===== config.mk =====
export PLATFORM = sky130hd
export DESIGN_NAME = priority_sorted_list_with_done_flags_unit
export DESIGN_NICKNAME = d
export VERILOG_FILES = /design/src/sv/psl_pkg.sv /design/src/sv/psl_cell.sv /design/src/sv/priority_sorted_list_with_done_flags_unit.sv
export SDC_FILE = /design/constraint.sdc
export NUM_CORES = 1
export LEC_CHECK = 0
export BUFFER_PORTS_ARGS = -buffer_cell sky130_fd_sc_hd__buf_2
export CAP_MARGIN = 5
export CORE_MARGIN = 10
export CORE_UTILIZATION = 59
export CTS_BUF_LIST = sky130_fd_sc_hd__clkbuf_2
export DETAILED_ROUTE_END_ITERATION = 12
export GPL_ROUTABILITY_DRIVEN = 0
export GPL_TIMING_DRIVEN = 0
export HOLD_SLACK_MARGIN = 0.05
export PLACE_DENSITY = 0.87
export SYNTH_ARGS = -nofsm -noshare
export SYNTH_HDL_FRONTEND = slang
export SYNTH_SLANG_ARGS = --single-unit

===== constraint.sdc =====
create_clock -name clock -period 3 [get_ports clock]
set_input_delay 0.15 -clock clock [delete_from_list [all_inputs] [get_ports clock]]
set_output_delay 0.15 -clock clock [all_outputs]
set_load 0.01 [all_outputs]

===== src/sv/psl_pkg.sv =====
// Shared types and constants of the priority-sorted list with done flags.
package psl_pkg;

   localparam int DEPTH_DEFAULT  = 16;
   localparam int OP_W           = 2;
   localparam int PRIO_W         = 8;
   localparam int TAG_W          = 8;
   localparam int POS_W          = 4;
   localparam int STATUS_W       = 2;
   localparam int ENTRY_COUNT_W  = 5;
   localparam int POS_RANGE      = 1 << POS_W;

   typedef enum logic [OP_W-1:0] {
      OP_ADD   = 2'd0,
      OP_MARK  = 2'd1,
      OP_CLEAR = 2'd2,
      OP_READ  = 2'd3
   } psl_op_type;

   typedef enum logic [STATUS_W-1:0] {
      ST_OK    = 2'd0,
      ST_FULL  = 2'd1,
      ST_RANGE = 2'd2
   } psl_status_type;

   typedef struct packed {
      logic [PRIO_W-1:0] prio;
      logic [TAG_W-1:0]  tag;
      logic              done;
   } psl_entry_type;

   // Broadcast to every cell of the chain.
   typedef struct packed {
      logic          insert;
      logic          mark;
      psl_entry_type entry;
   } psl_cmd_type;

endpackage


===== src/sv/psl_cell.sv =====
// One cell of the sorted chain: holds one entry, keeps it, takes the new one or shifts, and sets done on a mark.
module psl_cell
   import psl_pkg::*;
(
   input  logic          clock,
   input  psl_cmd_type   cmd,
   input  logic          occupied,
   input  logic          mark_hit,
   input  logic          left_keeps,
   input  psl_entry_type left_entry,
   output logic          keeps,
   output psl_entry_type entry
);

   psl_entry_type entry_ff;
   psl_entry_type entry_in;

   // An occupied cell of equal or higher priority stays put; the new entry lands after it.
   assign keeps = occupied && (entry_ff.prio >= cmd.entry.prio);
   assign entry = entry_ff;

   always_comb begin
      entry_in = entry_ff;
      if (cmd.insert && !keeps) begin
         entry_in = left_keeps ? cmd.entry : left_entry;
      end
      if (cmd.mark && mark_hit) begin
         entry_in.done = 1'b1;
      end
   end

   always_ff @(posedge clock) begin
      entry_ff <= entry_in;
   end

endmodule


===== src/sv/priority_sorted_list_with_done_flags_unit.sv =====
// Priority-sorted list with done flags: top level with the cell chain and response register.
// The response to an accepted request is loaded into the output register in the cycle after it.
// Throughput: one transaction per cycle while responses are taken; every cell compares and shifts in parallel.
// A new request is taken while the response register is empty or being drained.
// Reset clears the entry count, the not-done count and the response valid;
// entry contents hold garbage until written and are never read unwritten.
module priority_sorted_list_with_done_flags_unit
   import psl_pkg::*;
#(
   parameter int DEPTH = DEPTH_DEFAULT
) (
   input  logic                     clock,
   input  logic                     reset,
   input  logic                     req_valid,
   output logic                     req_ready,
   input  logic [OP_W-1:0]          req_operation,
   input  logic [PRIO_W-1:0]        req_new_priority,
   input  logic [TAG_W-1:0]         req_new_tag,
   input  logic                     req_new_done,
   input  logic [POS_W-1:0]         req_position,
   output logic                     rsp_valid,
   input  logic                     rsp_ready,
   output logic [STATUS_W-1:0]      rsp_status,
   output logic                     rsp_all_done,
   output logic [ENTRY_COUNT_W-1:0] rsp_entry_count,
   output logic [TAG_W-1:0]         rsp_read_tag,
   output logic [PRIO_W-1:0]        rsp_read_priority,
   output logic                     rsp_read_done
);

   localparam int CNT_W = $clog2(DEPTH + 1);
   localparam int CMP_W = (CNT_W > POS_W) ? CNT_W : POS_W;
   localparam int NREAD = (DEPTH < POS_RANGE) ? DEPTH : POS_RANGE;

   // Counters: entries held and entries held that are not yet done.
   logic [CNT_W-1:0] held_count_ff, held_count_in;
   logic [CNT_W-1:0] undone_count_ff, undone_count_in;

   // Response register.
   logic                     rsp_valid_ff, rsp_valid_in;
   psl_status_type           rsp_status_ff, rsp_status_in;
   logic                     rsp_all_done_ff;
   logic [ENTRY_COUNT_W-1:0] rsp_entry_count_ff;
   psl_entry_type            rsp_read_ff, rsp_read_in;

   logic          accept;
   psl_op_type    op;
   logic          full;
   logic          pos_ok;
   psl_entry_type rd_entry;
   psl_cmd_type   cmd;

   logic [DEPTH-1:0] cell_keeps;
   logic [DEPTH-1:0] cell_occupied;
   logic [DEPTH-1:0] cell_mark_hit;
   psl_entry_type    cell_entry [DEPTH];

   // Drain-or-empty handshake: the response register parts the two sides.
   assign req_ready = !rsp_valid_ff || rsp_ready;
   assign accept    = req_valid && req_ready;
   assign op        = psl_op_type'(req_operation);
   assign full      = (held_count_ff == CNT_W'(DEPTH));
   assign pos_ok    = CMP_W'(req_position) < CMP_W'(held_count_ff);

   // Broadcast command; drop a full add or an out-of-range mark here.
   always_comb begin
      cmd.insert     = accept && (op == OP_ADD) && !full;
      cmd.mark       = accept && (op == OP_MARK) && pos_ok;
      cmd.entry.prio = req_new_priority;
      cmd.entry.tag  = req_new_tag;
      cmd.entry.done = req_new_done;
   end

   // Chain of cells: each looks at its left neighbor only.
   for (genvar i = 0; i < DEPTH; i++) begin : g_cell
      assign cell_occupied[i] = CNT_W'(i) < held_count_ff;
      if (i < POS_RANGE) begin : g_hit
         assign cell_mark_hit[i] = (req_position == POS_W'(i));
      end else begin : g_nohit
         assign cell_mark_hit[i] = 1'b0;
      end
      if (i == 0) begin : g_head
         psl_cell u_cell (
            .clock      (clock),
            .cmd        (cmd),
            .occupied   (cell_occupied[i]),
            .mark_hit   (cell_mark_hit[i]),
            .left_keeps (1'b1),
            .left_entry (cmd.entry),
            .keeps      (cell_keeps[i]),
            .entry      (cell_entry[i])
         );
      end else begin : g_body
         psl_cell u_cell (
            .clock      (clock),
            .cmd        (cmd),
            .occupied   (cell_occupied[i]),
            .mark_hit   (cell_mark_hit[i]),
            .left_keeps (cell_keeps[i-1]),
            .left_entry (cell_entry[i-1]),
            .keeps      (cell_keeps[i]),
            .entry      (cell_entry[i])
         );
      end
   end

   // Select the entry at the requested position; only the first cells are addressable.
   always_comb begin
      rd_entry = '0;
      for (int i = 0; i < NREAD; i++) begin
         if (req_position == POS_W'(i)) begin
            rd_entry = cell_entry[i];
         end
      end
   end

   // Next counts: track not-done entries so all_done needs no scan of the chain.
   always_comb begin
      held_count_in   = held_count_ff;
      undone_count_in = undone_count_ff;
      if (accept && (op == OP_CLEAR)) begin
         held_count_in   = '0;
         undone_count_in = '0;
      end else if (cmd.insert) begin
         held_count_in = held_count_ff + CNT_W'(1);
         if (!req_new_done) begin
            undone_count_in = undone_count_ff + CNT_W'(1);
         end
      end else if (cmd.mark && !rd_entry.done) begin
         undone_count_in = undone_count_ff - CNT_W'(1);
      end
   end

   // Response contents for this transaction.
   always_comb begin
      rsp_status_in = ST_OK;
      rsp_read_in   = '0;
      case (op)
         OP_ADD: begin
            if (full) begin
               rsp_status_in = ST_FULL;
            end
         end
         OP_MARK: begin
            if (!pos_ok) begin
               rsp_status_in = ST_RANGE;
            end
         end
         OP_READ: begin
            if (pos_ok) begin
               rsp_read_in = rd_entry;
            end else begin
               rsp_status_in = ST_RANGE;
            end
         end
         default: begin
            rsp_status_in = ST_OK;
         end
      endcase
   end

   // Hold the response until taken; load a new one on accept.
   always_comb begin
      rsp_valid_in = rsp_valid_ff;
      if (accept) begin
         rsp_valid_in = 1'b1;
      end else if (rsp_ready) begin
         rsp_valid_in = 1'b0;
      end
   end

   always_ff @(posedge clock) begin
      if (reset) begin
         held_count_ff   <= '0;
         undone_count_ff <= '0;
         rsp_valid_ff    <= 1'b0;
      end else begin
         held_count_ff   <= held_count_in;
         undone_count_ff <= undone_count_in;
         rsp_valid_ff    <= rsp_valid_in;
      end
   end

   always_ff @(posedge clock) begin
      if (accept) begin
         rsp_status_ff      <= rsp_status_in;
         rsp_all_done_ff    <= (undone_count_in == '0);
         rsp_entry_count_ff <= ENTRY_COUNT_W'(held_count_in);
         rsp_read_ff        <= rsp_read_in;
      end
   end

   assign rsp_valid         = rsp_valid_ff;
   assign rsp_status        = rsp_status_ff;
   assign rsp_all_done      = rsp_all_done_ff;
   assign rsp_entry_count   = rsp_entry_count_ff;
   assign rsp_read_tag      = rsp_read_ff.tag;
   assign rsp_read_priority = rsp_read_ff.prio;
   assign rsp_read_done     = rsp_read_ff.done;

`ifndef SYNTHESIS
   a_count_bound : assert property (@(posedge clock) disable iff (reset)
      held_count_ff <= CNT_W'(DEPTH))
      else $error("entry count exceeds depth");

   a_undone_bound : assert property (@(posedge clock) disable iff (reset)
      undone_count_ff <= held_count_ff)
      else $error("not-done count exceeds entry count");

   a_full_status : assert property (@(posedge clock) disable iff (reset)
      accept && (op == OP_ADD) && full |=> rsp_status_ff == ST_FULL
         && held_count_ff == CNT_W'(DEPTH))
      else $error("full add changed the list or was not flagged");

   a_clear_done : assert property (@(posedge clock) disable iff (reset)
      accept && (op == OP_CLEAR) |=> rsp_all_done_ff && held_count_ff == '0)
      else $error("clear left entries behind");
`endif

endmodule

# Word level (Yosys, flattened, before mapping)
# Cells that the tools add are included.
dict set report word_totals {
  romBits 0
  inputBits 27
  reg_bits 308
  latchBits 0
  out_inout_bits 27
  n_memories 0
  word_cells 235
  mem_bits_rw 0
}
dict set report op_classes {
  n_bitwise 0
  n_addsub 3
  div_mod_pow 0
  multipliers 0
  reduce_logical 81
  muxes 42
  eq_ne 19
  order_cmp 33
  n_shift 0
}
# cell n
set ops {}
lappend ops {{$mux W17} 31}
lappend ops {{$ge A8 B8 Y1} 16}
lappend ops {{$logic_and A1 B1 Y1} 55}
lappend ops {{$lt A4 B5 Y1 const A} 8}
lappend ops {{$eq A4 B4 Y1 const B} 8}
lappend ops {{$mux W5} 6}
lappend ops {{$lt A3 B5 Y1 const A} 4}
lappend ops {{$logic_not A1 Y1} 19}
lappend ops {{$eq A4 B3 Y1 const B} 4}
lappend ops {{$add A5 B1 Y5 const B} 2}
lappend ops {{$lt A1 B5 Y1 const A} 2}
lappend ops {{$lt A2 B5 Y1 const A} 2}
lappend ops {{$eq A4 B2 Y1 const B} 2}
lappend ops {{$eq A5 B5 Y1 const B} 1}
lappend ops {{$logic_not A5 Y1} 1}
lappend ops {{$lt A4 B5 Y1} 1}
lappend ops {{$sub A5 B1 Y5 const B} 1}
lappend ops {{$eq A2 B2 Y1 const B} 2}
lappend ops {{$eq A4 B1 Y1 const B} 1}
lappend ops {{$logic_not A4 Y1} 1}
lappend ops {{$pmux W2 S2} 1}
lappend ops {{$mux W1} 3}
lappend ops {{$eq A2 B1 Y1 const B} 1}
lappend ops {{$logic_not A2 Y1} 1}
lappend ops {{other kinds (5)} 5}

# Logic depth before layout (Yosys ltp)
# Gate-level depths: netlist (run 1).
dict set report depth {
  depth_word 23
  ltp_mapped 12
  mapped_depth_nobuf 10
}

# Modules after synthesis
# Synthesis (run 1) repeated with hierarchy kept, for this count alone.
dict set report unflattened {
  cells_unflattened 1605
  hier_area_um2 19185.9
}
# mod area_each_um2 cells_each seq_area_each_um2 n_inst
set modules_own_cells {}
lappend modules_own_cells {psl_cell 927.1 67 500.5 16}
lappend modules_own_cells {priority_sorted_list_with_done_flags_unit 4351.7 533 970.9 1}

# Worst setup path after synthesis (run 1)
# Ideal clock, no wire load.
dict set report synth_timing {
  path_kind {input port to flip-flop}
  startpoint {in req_new_priority[1]}
  endpoint {reg g_cell[8].g_body.u_cell.entry_ff, in the netlist g_cell[8].g_body.u_cell.entry[6] (data pin)}
  setup_ps 260
  path_buffers 2
  required_ps 2740
  stages 10
  setup_slack_ps 8
  t_arrival_ps 2732
  path_cell_list {inv_1 -> clkbuf_1 -> ha_1 -> a21o_1 -> a21o_1 -> a21oi_1 -> o21ai_1 -> o21ai_1 -> clkbuf_1 -> mux2_2}
}
dict set report synth_between {
  elab_chain_len 3
}
# item line_no
set synth_rtl {}
lappend synth_rtl {{start, declared} priority_sorted_list_with_done_flags_unit.sv:17} ;# input logic [PRIO_W-1:0] req_new_priority,
lappend synth_rtl {{$ge A8 B8 Y1} psl_cell.sv:19} ;# assign keeps = occupied && (entry_ff.prio >= cmd.entry.prio);
lappend synth_rtl {{$logic_and A1 B1 Y1} psl_cell.sv:19}
lappend synth_rtl {{$mux W17} psl_cell.sv:25} ;# entry_in = left_keeps ? cmd.entry : left_entry;
lappend synth_rtl {{end signal, assigned} psl_cell.sv:33} ;# entry_ff <= entry_in;
lappend synth_rtl {{end, declared} psl_cell.sv:15} ;# psl_entry_type entry_ff;
# No other way between the ends.
# A chain may end at the register's enable or synchronous reset.

# Final worst setup path (run 1)
dict set report layout_timing {
  startpoint {reg g_cell[4].g_body.u_cell.entry_ff, in the netlist g_cell[4].g_body.u_cell.entry[9]}
  endpoint {reg g_cell[5].g_body.u_cell.entry_ff, in the netlist g_cell[5].g_body.u_cell.entry[7] (data pin)}
}
dict set report layout_between {
  elab_chain_len 3
}
# item line_no
set layout_rtl {}
lappend layout_rtl {{start, declared} psl_cell.sv:15}
lappend layout_rtl {{start signal, assigned} psl_cell.sv:33}
lappend layout_rtl {{$ge A8 B8 Y1} psl_cell.sv:19}
lappend layout_rtl {{$logic_and A1 B1 Y1} psl_cell.sv:19}
lappend layout_rtl {{$mux W17} psl_cell.sv:25}
lappend layout_rtl {{end signal, assigned} psl_cell.sv:33}
lappend layout_rtl {{end, declared} psl_cell.sv:15}
# No other way between the ends.

==> impl_metrics.csv, run 1 <==
group,metric,value,unit
run_status,status,"finished, violations left",
run_status,violations,"setup timing",
critical_path,slowest_delay,0.42,ns
drt,final_antenna_net_count,0,
timing,fmax,0.329,GHz
critical_path,crit_type,"register to register",
timing,setup_slack,-0.0410,ns
power,powerDensity,457,mW/mm^2
cts,cts_tree,"yes",
cts,cts_max_level,3,
place,placed_area,0.0191,mm^2
floorplan,initial_core_util,0.598,
power,p_leak,8.33,nW
timing,grt_setup_unrepaired,"true",
critical_path,cpMostUsedCell,"a21o_1",
floorplan,die_x,196,um
place,hpwlAfterDp,40.4,mm
logic_synthesis,syn-num-nets,1711,
drt,viasPerCell,7.02,
critical_path,cp-start-kind,"register",
floorplan,rows,64,
timing,period_minus_slack,3.04,ns
logic_synthesis,synth-main-ff-cell,"edfxtp_1",
logic_synthesis,ys_ff_latch,308,
power,irDropWorstVdd,0.330,mV
cts,clk_pin_slew,0.13,ns
critical_path,r2r_setup_slack,-0.04,ns
logic_synthesis,netlist_area,0.0183,mm^2
logic_synthesis,postSynthCellCount,1549,
global_route,groute.usage.overall,0.286,
logic_synthesis,ys_warn_count,0,
critical_path,arrival,3.69,ns
job,cap_violations,0,
logic_synthesis,ys_seq_area_frac,0.491,
drt,num_vias,15400,
cts,cts_inserted_buffers,80,
cts,cts_sinks,308,
finish,final_nets,1915,
place,port_buffers,52,
global_route,grt_overflow,0,
critical_path,worstSetupEndpointType,"register",
finish,final_layout_size_suffix_gt1_frac,0.281,
timing,tightest_slew,1.33,ns
floorplan,io_pins,54,
timing,finalHoldViolations,0,
drt,first_iter_violations,2415,
drt,routed_wl,58.2,mm
finish,fin_area,0.0207,mm^2
finish,utilization,0.677,
global_route,grt_max_degree,28,
cts,cts_max_path_buffers,3,
finish,area_growth_syn_to_layout,13.2,%
global_route,antenna_found_initial,2,
critical_path,path_cells,"inv_1 -> ha_1 -> nand2b_1 -> a21o_1 -> a21o_1 -> a21oi_1 -> o21ai_1 -> o21ai_4 -> clkbuf_4 -> mux2_2",
critical_path,worst_path_max_delay_cell,"edfxtp_1",
timing,relSlewSlack,0.115,
timing,timing.setup.tns,-0.340,ns
logic_synthesis,ys_types,83,
logic_synthesis,synth_area_per_cell,11.8,um^2
timing,setup_viol_count_final,15,
critical_path,critPathRequiredTime,3.65,ns
timing,hold_slack,0.0587,ns
drt,wl_per_cell,26.5,um
timing,finalCritPeriodShare,1.01,
drt,drtPass1Iterations,7,
logic_synthesis,synth_edf_count,281,
floorplan,die_area,0.0385,mm^2
floorplan,core_area,0.0306,mm^2
timing,slew_viol_final,0,
global_route,grt_first_pass_wirelength,86.6,mm
floorplan,die_height,196,um
drt,drc,0,
cts,insertion_delay,0.93,ns
timing,clock_skew,0.0585,ns
logic_synthesis,async_reset_ff_frac,0,
critical_path,critical_path.max_fanout,10,
global_route,grt_pass1_vias,15400,
cts,cts_root_buf,"clkbuf_2",
hold_path,worstHoldPathType,"primary input to register",
==> per-layer routing <==
layer | GRT usage | vias up | share of wire
met4 | 0.181 | 2 | 0.075
met3 | 0.0772 | 367 | 0.13
met1 | 0.348 | 7359 | 0.35
li1 | - | 6431 | -
met5 | 0 | - | 0.00014
met2 | 0.444 | 1275 | 0.44
==> logic make-up (layout without fill, tap and decap cells) <==
logic type / after synthesis / after routing / share of synthesized area
compound gates: 416 / 416 / 0.148
other cells: 0 / 2 / 0
flops: 308 / 308 / 0.491
mux: 216 / 216 / 0.147
buf+inv: 138 / 391 / 0.0316
fa+ha+maj: 135 / 135 / 0.0923
simple gates: 329 / 329 / 0.0879
xor+xnor: 7 / 7 / 0.00335
==> flip-flops by register name (all words and copies together) (netlist names) <==
name / cells
g_cell.g_head.u_cell.entry: 17
rsp_entry_count: 5
rsp_read_done: 1
g_cell.g_body.u_cell.entry: 255
held_count_ff: 5
rsp_all_done: 1
rsp_read_tag: 8
undone_count_ff: 5
rsp_read_priority: 8
rsp_status: 2
rsp_valid: 1
==> final timing paths <==
| kind | startpoint | to | cells after the start |
|---|---|---|---|
| worst max-delay path | g_cell[4].g_body.u_cell.entry[9] | g_cell[5].g_body.u_cell.entry[7] | 10 |
| worst max register to register | g_cell[4].g_body.u_cell.entry[9] | g_cell[5].g_body.u_cell.entry[7] | 10 |
| worst min-delay path | req_position[2] | rsp_read_done | 5 |
| worst min register to register | g_cell[5].g_body.u_cell.entry[0] | g_cell[5].g_body.u_cell.entry[0] | 2 |
==> synth_stat cells (all sizes together), types with 5 or more instances <==
master | instances | area share
nor2b | 7 | 0.0025
edfxtp | 281 | 0.46
a21oi | 77 | 0.021
nand2 | 125 | 0.026
inv | 45 | 0.0092
a22oi | 21 | 0.0089
o21a | 15 | 0.0062
a221oi | 18 | 0.0090
dfxtp | 27 | 0.030
a222oi | 10 | 0.0055
mux4 | 24 | 0.030
o221ai | 10 | 0.0048
nand2b | 24 | 0.0082
nand3 | 28 | 0.0083
a31oi | 16 | 0.0058
a21o | 51 | 0.021
mux2i | 19 | 0.010
nand4 | 5 | 0.0017
o211ai | 6 | 0.0025
o21ai | 149 | 0.041
and3 | 24 | 0.0082
mux2 | 173 | 0.11
clkbuf | 70 | 0.014
ha | 135 | 0.092
nor3 | 17 | 0.0049
buf | 22 | 0.0078
and2 | 18 | 0.0062
nor2 | 61 | 0.013
==> stage by stage <==
step / total power, W / std cells / setup slack, ns
after global placement: 0.00642 / 1997 / -1.32
final: 0.00948 / 2200 / -0.0410
after global routing: 0.00973 / 2200 / -0.0663
after floorplan: 0.00600 / 1549 / 0.00786
after detailed placement: 0.00650 / 1999 / -1.39
after CTS: 0.00932 / 2169 / 0.000428
==> where the power goes <==
| group | total [W] | switching [W] | leakage (nW) | internal, W |
|---|---|---|---|---|
| Combinational | 0.00152 | 0.000912 | 4.99 | 0.000606 |
| Sequential | 0.00507 | 0.000178 | 2.82 | 0.00489 |
| Clock | 0.00289 | 0.00184 | 0.522 | 0.00106 |
| Total | 0.00948 | 0.00293 | 8.33 | 0.00655 |
==> cell type report <==
| cell class | instances | area (um^2) |
|---|---|---|
| flip-flops and latches | 308 | 8980 |
| plain buffers | 91 | 463 |
| repair buffers | 122 | 983 |
| fillers | 2157 | 9870 |
| repair inverters | 1 | 5.00 |
| clock buffers | 121 | 606 |
| inverters | 46 | 186 |
| multi-input cells | 1103 | 8930 |
| well taps | 396 | 495 |
| clock inverters | 10 | 58.8 |
| diodes | 2 | 5.00 |
==> placed cells by master, fill, tap and decap left out, types with 19 or more instances in the layout <==
cell	synthesis	routed
o21ai_0	124	124
nand2_1	125	125
nand2b_1	24	24
dfxtp_1	27	27
ha_1	135	135
clkbuf_1	70	48
nor2_1	58	53
a21oi_1	77	73
a21o_1	51	51
edfxtp_1	281	281
nand3_1	27	27
mux2i_1	19	19
mux2_2	162	162
dlygate4sd3_1	0	35
and3_1	24	24
a22oi_1	20	20
buf_2	12	64
buf_4	4	34
clkbuf_2	0	131
inv_1	42	36
mux4_2	24	24
==> critical path, delay by kind of cell, from the launching register on <==
kind	cells	cell delay (ns)
fa+ha+maj	1	0.22
simple gates	1	0.14
flops	1	0.42
compound gates	5	1.21
mux	1	0.36
buf+inv	2	0.44
==> what timing repair did <==
| item | 4_1_cts | 5_1_grt |
|---|---|---|
| buffers inserted | 5 | 27 |
| cloned | 0 | 1 |
| endpoints found under the setup margin | 423 | 303 |
| hold buffers | 34 | 1 |
| endpoints found under the hold margin | 137 | 2 |
| gates resized for setup | 62 | 58 |
| pin swaps | 2 | 8 |
No activity file was read; power rests on OpenSTA's default activity.
==> run 2, diff against run 1 <==
--- a/config.mk
+++ b/config.mk
@@ -7,14 +7,17 @@
 export LEC_CHECK = 0
 export BUFFER_PORTS_ARGS = -buffer_cell sky130_fd_sc_hd__buf_2
 export CAP_MARGIN = 5
-export CORE_MARGIN = 10
-export CORE_UTILIZATION = 59
+export CELL_PAD_IN_SITES_DETAIL_PLACEMENT = 1
+export CELL_PAD_IN_SITES_GLOBAL_PLACEMENT = 1
+export CORE_MARGIN = 1.5
+export CORE_UTILIZATION = 48
 export CTS_BUF_LIST = sky130_fd_sc_hd__clkbuf_2
 export DETAILED_ROUTE_END_ITERATION = 12
 export GPL_ROUTABILITY_DRIVEN = 0
 export GPL_TIMING_DRIVEN = 0
 export HOLD_SLACK_MARGIN = 0.05
 export PLACE_DENSITY = 0.87
+export REMOVE_ABC_BUFFERS = 1
 export SYNTH_ARGS = -nofsm -noshare
 export SYNTH_HDL_FRONTEND = slang
 export SYNTH_SLANG_ARGS = --single-unit
==> run 2 against run 1 <==
Compared with the run above:
- the flow now finishes without violations
- hold slack better by 0.061 ns
- final cell count up 1.0%
- sequential power is essentially flat
- total power up 3.0%
- non-clock buffer count decreased by 101
==> impl_metrics.csv, run 2 (synthesis gave the netlist of run 1 again) <==
group,metric,value,unit
run_status,status,"completed",
power,irDropWorstVdd,0.211,mV
drt,first_iter_violations,1360,
floorplan,rows,71,
cts,cts_tree,"yes",
critical_path,arrival,3.56,ns
timing,timing.setup.tns,0,ns
timing,tightest_slew,1.36,ns
critical_path,cpMostUsedCell,"a21o_1",
timing,setup_viol_count_final,0,
timing,setup_slack,0.0424,ns
finish,largest_reg_flops,255,
finish,fin_area,0.0204,mm^2
cts,insertion_delay,1.00,ns
drt,drc,0,
critical_path,critical_path.max_fanout,25,
cts,cts_max_level,3,
critical_path,crit_type,"primary input to register",
global_route,grt_pass1_vias,15300,
power,p_leak,8.11,nW
floorplan,initial_core_util,0.487,
drt,wl_per_cell,25.8,um
place,placed_area,0.0191,mm^2
global_route,grt_overflow,0,
global_route,antenna_found_initial,2,
drt,num_vias,14200,
drt,drtPass1Iterations,5,
global_route,groute.usage.overall,0.292,
global_route,grt_first_pass_wirelength,87.4,mm
place,hpwlAfterDp,37.0,mm
critical_path,cp_num_buf_inv,4,
drt,routed_wl,57.4,mm
finish,final_nets,1816,
finish,layout_common_cells,"edfxtp_1 (281), mux2_2 (162), ha_1 (135)",
critical_path,r2r_setup_slack,0.09,ns
finish,final_layout_size_suffix_gt1_frac,0.267,
cts,cts_inserted_buffers,82,
floorplan,die_x,198,um
finish,area_growth_syn_to_layout,11.3,%
drt,final_antenna_net_count,0,
critical_path,slowest_delay,0.57,ns
job,cap_violations,0,
cts,cts_max_path_buffers,3,
timing,finalHoldViolations,0,
timing,relSlewSlack,0.0860,
hold_path,worstHoldPathType,"primary input to register",
timing,finalCritPeriodShare,0.986,
floorplan,die_area,0.0393,mm^2
critical_path,path_cells,"dlygate4sd3_1 -> buf_2 -> clkinvlp_2 -> ha_1 -> a21o_1 -> a21o_1 -> a21oi_1 -> o21ai_1 -> o21ai_2 -> buf_8 -> and2_2",
cts,cts_sinks,308,
drt,viasPerCell,6.40,
timing,period_minus_slack,2.96,ns
cts,clk_pin_slew,0.10,ns
critical_path,cpLargestDelayFamily,"buffers and inverters",
finish,layout_commonest_cell,"edfxtp_1",
timing,slew_viol_final,0,
critical_path,worst_path_max_delay_cell,"clkinvlp_2",
timing,grt_setup_unrepaired,"true",
place,place_ws,-0.845,ns
timing,fmax,0.338,GHz
cts,cts_root_buf,"clkbuf_2",
timing,clock_skew,0.101,ns
floorplan,die_height,198,um
critical_path,critPathRequiredTime,3.60,ns
power,powerDensity,479,mW/mm^2
critical_path,worstSetupEndpointType,"register",
global_route,grt_max_degree,66,
place,port_buffers,53,
floorplan,core_area,0.0376,mm^2
critical_path,cp-start-kind,"primary input",
floorplan,io_pins,54,
run 2: cell count changes in the layout (fill, tap and decap cells not counted), moves of 5 or more:
cell,change
o21ai_4,-9
buf_4,-24
buf_6,-6
o21ai_2,+8
clkbuf_1,-48
clkbuf_4,-5
and2_2,+5
clkbuf_2,-12
buf_8,+10
buf_2,-13
clkinv_1,+8
run 2: power breakdown:
group / total [W] / leakage (nW) / switching, W / internal, W
clock network: 0.00325 / 0.577 / 0.00193 / 0.00132
logic: 0.00145 / 4.72 / 0.000874 / 0.000574
registers: 0.00506 / 2.82 / 0.000176 / 0.00489
total: 0.00976 / 8.11 / 0.00298 / 0.00678
run 2: final timing paths:
kind	start	end	depth (start not counted)
min	reset	undone_count_ff[3]	3
max	req_new_priority[1]	g_cell[7].g_body.u_cell.entry[2]	11
max reg2reg	g_cell[10].g_body.u_cell.entry[9]	g_cell[11].g_body.u_cell.entry[2]	11
min reg2reg	g_cell[15].g_body.u_cell.entry[0]	g_cell[15].g_body.u_cell.entry[0]	2
run 2: worst reg2reg max path, cell delays in order (launching register included):
cell	delay, ns
edfxtp_1	0.40
inv_1	0.06
ha_1	0.26
nand2b_1	0.10
a21o_1	0.12
a21o_1	0.12
a21oi_1	0.08
o21ai_1	0.25
a21oi_1	0.15
nor2_1	0.45
buf_4	0.32
mux2_2	0.38
run 2: final cells by class:
type	count	area, um^2
clock buffers	119	596
repair buffers	112	956
clock inverters	20	166
repair inverters	1	5.00
fillers	3932	17200
multi-input cells	1103	8840
inverters	46	181
flip-flops and latches	308	8980
diodes	3	7.51
well taps	511	639
run 2: per-stage QoR:
stage                     hold slack [ns]  power, W  utilization  std cells
after floorplan                     0.219   0.00593            -       1457
after global placement              0.412   0.00635        0.500       2021
after detailed placement            0.430   0.00648        0.509       2038
after CTS                          0.0669   0.00968        0.540       2216
after global routing               0.0862    0.0101        0.542       2222
final                               0.120   0.00976        0.542       2223
run 2: routing by layer:
metal | up-vias | GRT usage | share of wire
met1 | 7167 | 0.354 | 0.39
met3 | 181 | 0.0574 | 0.070
met5 | - | 0 | 0
li1 | 6228 | - | -
met4 | 0 | 0.138 | 0.042
met2 | 647 | 0.497 | 0.49
run 2: repair_timing:
action | 4_1_cts | 5_1_grt
hold buffers | 35 | 0
pin swaps | 1 | 0
resized for setup | 23 | 14
endpoints found under the hold margin | 229 | 0
buffers inserted | 4 | 3
setup endpoints to repair | 296 | 317
gates cloned | 0 | 1
